File: config.mk
export PLATFORM = sky130hd
export DESIGN_NAME = rbsi_interval
export DESIGN_NICKNAME = d
export VERILOG_FILES = /design/src/rtl/rbsi_pkg.sv /design/src/rtl/rbsi_interval.sv
export SDC_FILE = /design/constraint.sdc
export NUM_CORES = 1
export LEC_CHECK = 0
export BUFFER_PORTS_ARGS = -buffer_cell sky130_fd_sc_hd__buf_2
export CORE_ASPECT_RATIO = 0.8
export CORE_UTILIZATION = 55
export CTS_CLUSTER_SIZE = 16
export DETAILED_ROUTE_END_ITERATION = 7
export PLACE_DENSITY_LB_ADDON = 0.05
export REMOVE_ABC_BUFFERS = 1
export SLEW_MARGIN = 20
export SYNTH_ARGS = -nofsm -noshare
export SYNTH_HDL_FRONTEND = slang
export SYNTH_SLANG_ARGS = --single-unit
File: constraint.sdc
create_clock -name i_clk -period 9.64 [get_ports i_clk]
set_input_delay 0.482 -clock i_clk [delete_from_list [all_inputs] [get_ports i_clk]]
set_output_delay 0.482 -clock i_clk [all_outputs]
set_load 0.1 [all_outputs]
File: src/rtl/rbsi_pkg.sv
package rbsi_pkg;

    // Coordinate format: signed fixed point with FRAC_BITS fraction bits.
    localparam int COORD_WIDTH = 32;
    localparam int FRAC_BITS   = 16;
    localparam int AXES        = 3;
    localparam int DIVS        = 2 * AXES;

    // Numerator magnitude: |corner - origin| scaled by 2^FRAC_BITS.
    localparam int NUM_W = COORD_WIDTH + 1 + FRAC_BITS;
    // Divisor magnitude: |direction| fits in COORD_WIDTH unsigned bits.
    localparam int DEN_W = COORD_WIDTH;
    // Interval ends carry one extra bit for the unbounded marks.
    localparam int T_W   = COORD_WIDTH + 1;
    localparam int MD_W  = 17;

    typedef logic signed [COORD_WIDTH-1:0] t_coord;
    typedef logic        [NUM_W-1:0]       t_num;
    typedef logic        [DEN_W-1:0]       t_den;
    typedef logic signed [T_W-1:0]         t_tval;
    typedef logic        [MD_W-1:0]        t_mind;

    localparam t_mind  MD_RESET  = t_mind'(66);
    localparam t_coord COORD_MAX = {1'b0, {(COORD_WIDTH-1){1'b1}}};
    localparam t_coord COORD_MIN = {1'b1, {(COORD_WIDTH-1){1'b0}}};
    localparam t_coord MISS_DIST = t_coord'(-(longint'(1) <<< FRAC_BITS));
    localparam t_tval  T_LO_UNB  = {1'b1, {COORD_WIDTH{1'b0}}};
    localparam t_tval  T_HI_UNB  = {1'b0, {COORD_WIDTH{1'b1}}};
    localparam t_num   SAT_POS   = {{(NUM_W-COORD_WIDTH+1){1'b0}}, {(COORD_WIDTH-1){1'b1}}};
    localparam t_num   SAT_NEG   = t_num'(1) << (COORD_WIDTH - 1);

    // Per-item control that travels alongside the dividers.
    typedef struct packed {
        logic            valid;
        logic [DIVS-1:0] neg;
        logic [AXES-1:0] zero;
        logic [AXES-1:0] in_slab;
    } t_sb;

endpackage

File: src/rtl/rbsi_interval.sv
// Saturation, slab ordering, interval narrowing and result selection.
module rbsi_interval (
    input  logic              i_clk,
    input  logic              i_rst_n,
    input  logic              i_en,
    input  rbsi_pkg::t_num    i_quo [rbsi_pkg::DIVS],
    input  rbsi_pkg::t_sb     i_sb,
    input  rbsi_pkg::t_mind   i_min_dist,
    output logic              o_valid,
    output logic              o_hit,
    output rbsi_pkg::t_coord  o_distance
);

    localparam int DIVS = rbsi_pkg::DIVS;
    localparam int AXES = rbsi_pkg::AXES;
    localparam int CW   = rbsi_pkg::COORD_WIDTH;
    localparam int T_W  = rbsi_pkg::T_W;
    localparam int MD_W = rbsi_pkg::MD_W;

    rbsi_pkg::t_coord r_s_val [DIVS];
    rbsi_pkg::t_coord n_s_val [DIVS];
    rbsi_pkg::t_sb    r_s_sb;

    rbsi_pkg::t_tval  r_c_lo, n_c_lo;
    rbsi_pkg::t_tval  r_c_hi, n_c_hi;
    logic             r_c_ok, n_c_ok;
    logic             r_c_vld;

    logic             n_hit;
    rbsi_pkg::t_coord n_dist;

    // Signed, saturated quotients from the unsigned magnitudes.
    always_comb begin
        rbsi_pkg::t_num negm;
        for (int j = 0; j < DIVS; j++) begin
            negm = '0 - i_quo[j];
            if (i_sb.neg[j]) begin
                n_s_val[j] = (i_quo[j] > rbsi_pkg::SAT_NEG) ? rbsi_pkg::COORD_MIN
                                                            : negm[CW-1:0];
            end else begin
                n_s_val[j] = (i_quo[j] > rbsi_pkg::SAT_POS) ? rbsi_pkg::COORD_MAX
                                                            : i_quo[j][CW-1:0];
            end
        end
    end

    always_ff @(posedge i_clk) begin
        if (!i_rst_n) begin
            r_s_sb <= '0;
        end else if (i_en) begin
            r_s_sb <= i_sb;
        end
    end

    always_ff @(posedge i_clk) begin
        if (i_en) begin
            r_s_val <= n_s_val;
        end
    end

    // Order each slab and narrow the interval over the bounded axes.
    always_comb begin
        rbsi_pkg::t_tval a;
        rbsi_pkg::t_tval b;
        rbsi_pkg::t_tval mn;
        rbsi_pkg::t_tval mx;
        n_c_lo = rbsi_pkg::T_LO_UNB;
        n_c_hi = rbsi_pkg::T_HI_UNB;
        n_c_ok = 1'b1;
        for (int ax = 0; ax < AXES; ax++) begin
            a  = {r_s_val[2*ax][CW-1], r_s_val[2*ax]};
            b  = {r_s_val[2*ax+1][CW-1], r_s_val[2*ax+1]};
            mn = (a > b) ? b : a;
            mx = (a > b) ? a : b;
            if (r_s_sb.zero[ax]) begin
                if (!r_s_sb.in_slab[ax]) begin
                    n_c_ok = 1'b0;
                end
            end else begin
                if (mn > n_c_lo) begin
                    n_c_lo = mn;
                end
                if (mx < n_c_hi) begin
                    n_c_hi = mx;
                end
            end
        end
    end

    always_ff @(posedge i_clk) begin
        if (!i_rst_n) begin
            r_c_vld <= 1'b0;
        end else if (i_en) begin
            r_c_vld <= r_s_sb.valid;
        end
    end

    always_ff @(posedge i_clk) begin
        if (i_en) begin
            r_c_lo <= n_c_lo;
            r_c_hi <= n_c_hi;
            r_c_ok <= n_c_ok;
        end
    end

    // Pick the near end, else the far end, past the minimum distance.
    always_comb begin
        rbsi_pkg::t_tval md;
        md     = {{(T_W-MD_W){1'b0}}, i_min_dist};
        n_hit  = 1'b0;
        n_dist = rbsi_pkg::MISS_DIST;
        if (r_c_ok && (r_c_lo <= r_c_hi)) begin
            if (r_c_lo > md) begin
                n_hit  = 1'b1;
                n_dist = r_c_lo[CW-1:0];
            end else if (r_c_hi > md) begin
                n_hit  = 1'b1;
                n_dist = (r_c_hi > {1'b0, rbsi_pkg::COORD_MAX}) ? rbsi_pkg::COORD_MAX
                                                                 : r_c_hi[CW-1:0];
            end
        end
    end

    always_ff @(posedge i_clk) begin
        if (!i_rst_n) begin
            o_valid <= 1'b0;
        end else if (i_en) begin
            o_valid <= r_c_vld;
        end
    end

    always_ff @(posedge i_clk) begin
        if (i_en) begin
            o_hit      <= n_hit;
            o_distance <= n_dist;
        end
    end

endmodule

# == After elaboration in Yosys (flattened, before gate mapping) ==
# Cells that the tools add are included.
# classes
addsub,6
order_cmp,25
n_mux,47
reduce_logical,1
# ops
operator,count
32-bit two-way mux,21
33-bit two-way mux,18
49-bit by 31-bit > comparator with 1-bit output (second input constant),6
49-bit by 32-bit > comparator with 1-bit output (second input constant),6
1-bit by 32-bit subtractor with 32-bit output (first input constant),6
32-bit > comparator,3
33-bit by 18-bit > comparator with 1-bit output,2
33-bit > comparator,2
33-bit less-than comparator,2
33-bit by 31-bit > comparator with 1-bit output (second input constant),1
33-bit > comparator (second input constant),1
33-bit <= comparator,1
33-bit less-than comparator (second input constant),1
1-bit two-way mux,8
1-bit logical AND,1
# totals
reg_bits,301
inputBits,327
output_inout_bits,34
word_cells,95

# == Logic depth before layout (Yosys ltp) ==
# depth
word_depth,11
mapped_depth,39
depth_no_buf,33

# == Least setup slack after synthesis ==
# OpenSTA, ideal clock, no wires.
# synth_path
kind,register -> register
from,register r_s_val[191] (netlist name)
to,register r_c_lo[17] (data pin)
setup_ns,0.274
t_arrival_ns,8.418
required_time_ns,9.366
path_slack_ns,0.948
stages_incl_launch_ff,39
path_buffers,6
period_less_slack_ns,8.692
path_cell_list,edfxtp_1 -> ha_1 -> nand4_1 -> or4_1 -> nand2b_1 -> and4_1 -> a211oi_1 -> buf_2 -> buf_1 -> mux2i_1 -> nor2_1 -> inv_1 -> ha_1 -> a21o_1 -> a21o_1 -> a21o_1 -> a21oi_1 -> nor2_1 -> [3 not listed] -> a31o_2 -> clkbuf_1 -> clkbuf_1 -> mux2i_1 -> ha_1 -> a21o_1 -> a21o_1 -> a21o_1 -> a21o_1 -> a21oi_1 -> nor2b_1 -> a2111oi_0 -> o211ai_1 -> a31oi_1 -> or2_2 -> clkbuf_1 -> clkbuf_1 -> mux2i_1
# synth_between
elab_chain_cells,11
# synth_rtl
element,line,text
start: declaration,rbsi_interval.sv:20,rbsi_pkg::t_coord r_s_val [DIVS];
start signal: assignment,rbsi_interval.sv:57,r_s_val <= n_s_val;
32-bit > comparator,rbsi_interval.sv:73,mn = (a > b) ? b : a;
33-bit two-way mux *,rbsi_interval.sv:73,
33-bit > comparator,rbsi_interval.sv:80,if (mn > n_c_lo) begin
33-bit two-way mux *,rbsi_interval.sv:80,
33-bit two-way mux *,rbsi_interval.sv:75,if (r_s_sb.zero[ax]) begin
33-bit > comparator,rbsi_interval.sv:80,
33-bit two-way mux,rbsi_interval.sv:80,
33-bit two-way mux *,rbsi_interval.sv:75,
33-bit > comparator,rbsi_interval.sv:80,
33-bit two-way mux,rbsi_interval.sv:80,
33-bit two-way mux *,rbsi_interval.sv:75,
net n_c_lo[17],rbsi_interval.sv:24,"rbsi_pkg::t_tval r_c_lo, n_c_lo;"
end signal: assignment,rbsi_interval.sv:100,r_c_lo <= n_c_lo;
end: declaration,rbsi_interval.sv:24,
# Mark *: on every way through the listed nets, which the timed path passes. The rest lies on a longest branch.
# A chain may end at the register's enable or synchronous reset.

# == Worst setup path after layout ==
# layout_path
from,register r_s_val[127] (netlist name)
to,register r_c_hi[15] (data pin)
# layout_between
elab_chain_cells,8
# layout_rtl
element,line,text
32-bit > comparator,rbsi_interval.sv:74,mx = (a > b) ? a : b;
33-bit two-way mux *,rbsi_interval.sv:74,
33-bit less-than comparator,rbsi_interval.sv:83,if (mx < n_c_hi) begin
33-bit two-way mux *,rbsi_interval.sv:83,
33-bit two-way mux *,rbsi_interval.sv:75,
33-bit less-than comparator,rbsi_interval.sv:83,
33-bit two-way mux,rbsi_interval.sv:83,
33-bit two-way mux *,rbsi_interval.sv:75,
net n_c_hi[15],rbsi_interval.sv:25,"rbsi_pkg::t_tval r_c_hi, n_c_hi;"
end signal: assignment,rbsi_interval.sv:101,r_c_hi <= n_c_hi;
end: declaration,rbsi_interval.sv:25,
# Marks and branches as above.

==> results by group <==
Global route
  • Gr usage total: 34.3%
  • Grt total ovfl: 0
  • Vias in the first global route: 23,500
  • Initial antenna violation count: 3
  • First-pass GRT wire length: 135,000 µm
  • Largest net degree at the start of global routing: 91

Route
  • Routed Wire Length: 90,400 µm
  • Vias: 26,100
  • Drt initial violations: 2,472
  • DR pass1 iterations: 6
  • DRC Markers: 0
  • Vias/cell: 6.38
  • Routed length per instance: 22.1 µm
  • Post-route ant nets: 0

Power
  • Power Density: 229 nW/µm²
  • Leakage: 0.0141 µW
  • Peak VDD IR: 0.000199 V

Floorplan
  • Core area: 49,800 µm²
  • Initial core utilization: 55.8%
  • DIE AREA: 51,400 µm²
  • Die Wd: 253 µm
  • I/O pin count: 361
  • Row count: 73
  • Die Span Y: 203 µm

Yosys
  • Compound-cell area share of the yosys netlist: 17.7%
  • Simple logic cell fraction of the synthesized area: 18.7%
  • Yosys top cell area share: 31.6%
  • XOR/XNOR share of the synthesized area: 0.221%
  • Synth top area cells: edfxtp_1 (32%), ha_1 (14%), mux2i_1 (7.9%), inv_1 (4.8%), o311ai_0 (4.5%)
  • Post-synth EDFFs: 292
  • Main combinational cell family by area after synthesis: simple AND/OR/NAND/NOR gates
  • Async set-reset flop share out of synthesis: 0%
  • Synth Area in Adders: 13.7%
  • Primary FF master, synth: edfxtp_1
  • Sequential element share of the synthesized area: 32.2%
  • Syn_area_per_cell: 8.91 µm²
  • Mux contribution to synthesized area: 10.3%
  • Post-Syn Instances: 3,117
  • Seq cells post-synth: 301
  • Post-Syn Area: 27,800 µm²
  • Commonest cells in the netlist: inv_1 (357), nand2_1 (311), ha_1 (305)
  • Yosys Warn Count: 0
  • Synth unique cells: 78
  • Top cell type by total area after synthesis: edfxtp_1
  • Cell with the most instances after synthesis: inv_1

CTS
  • Clock Path Buffers: 3
  • # clock sinks: 301
  • Postcts setup bufs: 0
  • Clock transition at the registers of the reported paths: 70 ps
  • Post-CTS sizing: 0
  • Clk_lat worst skew: 560 ps
  • Cts hold-fix bufs: 0
  • CTS tree: yes
  • CTS root buf: clkbuf_16
  • Total CTS buffers: 36
  • H-tree Lvls: 2

STA
  • Final Hold Vio Count: 0
  • Tmin final: 8890 ps
  • Setup Viol. Count Final: 0
  • Least-Margin Pin Slew: 1110 ps
  • Pins over their slew limit: 0
  • Fmax: 112 MHz
  • Final setup TNS: 0 ps
  • Final clock skew: 14.9 ps
  • Worst hold slack: 194 ps
  • RSZ-0062 raised after global routing: no
  • Rel. slew slack: 26.1%
  • Final Cycle Share: 92.2%

Final layout
  • Layout cells sized above 1: 16.8%
  • P&R area growth vs syn: 12.7%
  • Storage element area: 8950 µm²
  • Area of the multi-input gates: 16,900 µm²
  • NumNets Final: 4,025
  • Filler cells: 4,316
  • Post-route insts no fill: 4,094

Worst setup path
  • FF-to-FF setup slack: 750 ps
  • Crit path to: r_c_hi[15]$_DFFE_PP_
  • Path depth of the worst reg2reg path: 29
  • Critical path class: reg -> reg
  • Critical path data required time: 10,030 ps
  • Crit path largest cell delay: 560 ps
  • Critical path peak fanout: 37
  • Crit path capture type: flop
  • Worst setup path start: r_s_val[127]$_DFFE_PP_
  • CP max stage cell: mux2i_1
  • CP Launch Type: flop
  • WP data arrival: 9280 ps
  • Reg-to-reg endpoint: r_c_hi[15]$_DFFE_PP_
  • Reg-to-Reg Start: r_s_val[127]$_DFFE_PP_

Job
  • Max-cap violations: 0

Placed design
  • Hpwl dp: 72,400 µm
  • Placed instance count: 4,030
  • GP Congestion: 1.02
  • PortBufs: 360

Worst hold path
  • Hold WC Path Type: in -> reg

Outcome
  • Status: completed
==> cell families (layout without fill, tap and decap cells) <==
family,after synthesis,after routing
AOI/OAI and AO/OA,714,714
xor gates and xnor gates,7,7
adders and majority gates,305,305
buffers and inverters,507,808
DFF,301,301
muxes,278,278
other,0,1
and+or+nand+nor,1005,1005
==> worst min-delay path by stage <==
stage                              endpoint                     from  cells after the start
floorplan              r_c_vld$_SDFFE_PN0P_     r_c_vld$_SDFFE_PN0P_                      2
global placement       o_valid$_SDFFE_PN0P_     o_valid$_SDFFE_PN0P_                      2
detailed placement  r_s_sb[12]$_SDFFE_PN0P_  r_s_sb[12]$_SDFFE_PN0P_                      2
CTS                 r_s_sb[12]$_SDFFE_PN0P_                 i_sb[12]                      3
global route         r_s_sb[2]$_SDFFE_PN0P_                  i_sb[2]                      3
finish               r_s_sb[4]$_SDFFE_PN0P_                  i_sb[4]                      3
==> state kept, by name (all words and copies together) (netlist names) <==
register	cells
r_c_lo	33
r_c_hi	33
r_c_vld	1
o_distance	32
r_s_val	192
r_c_ok	1
r_s_sb	7
o_valid	1
o_hit	1
==> layout by cell type (no fill, tap or decap), types with 22 or more instances in the layout <==
cell	synthesis	routed
a21o_1	59	59
a21oi_1	107	106
buf_2	13	359
buf_4	2	22
clkbuf_16	0	38
edfxtp_1	292	292
ha_1	305	305
inv_1	357	357
mux2_2	59	59
mux2i_1	219	219
nand2_1	311	311
nand2b_1	53	52
nand3_1	43	43
nand4_1	109	109
nor2_1	127	127
nor2b_1	32	32
nor3_1	110	110
nor4_1	57	56
o21a_1	27	27
o21ai_0	204	204
o311ai_0	142	142
o41ai_1	33	33
or3_1	62	62
==> routing by layer <==
| metal | vias to the layer above | GRT usage (%) | part of all wire [%] | wire length, µm |
|---|---|---|---|---|
| met3 | 134 | 4.32 | 8.8 | 7920 |
| met1 | 12400 | 52.2 | 47 | 42100 |
| met2 | 1292 | 50.1 | 42 | 37700 |
| li1 | 12300 | - | - | - |
| met5 | - | 0 | 0.011 | 10 |
| met4 | 2 | 10.7 | 3.0 | 2710 |
==> report_power, final <==
part / internal, µW / switching [µW]
Sequential: 1840 / 321
Combinational: 1380 / 2270
Clock: 799 / 565
==> worst max-delay path: cells and delay by family (launching register included) <==
kind,cells,cell delay [ps]
buffers and inverters,3,1110
adder cells (fa/ha/maj),3,1020
AND/OR/NAND/NOR,8,2160
flip-flops,1,410
AO/OA/AOI/OAI,10,1940
multiplexers,5,2020
==> area by class of cell <==
cell class,count,area share [%]
diodes,1,0.00799
clock buffers,46,3.23
clock inverters,17,0.512
inverters,359,4.31
multi-input cells,2309,54.1
flip-flops and latches,301,28.6
well taps,675,2.70
repair buffers,386,6.57
==> metrics by stage <==
stage	util, %	instance area (µm²)	setup slack [ps]	power, µW
floorplan	-	27200	-6540	4550
global placement	60.5	30100	1030	5630
detailed placement	60.5	30100	931	5720
CTS	62.9	31300	856	7120
global route	62.9	31300	229	7540
finish	62.9	31300	748	7180
Power figures use the tool's default switching activity.
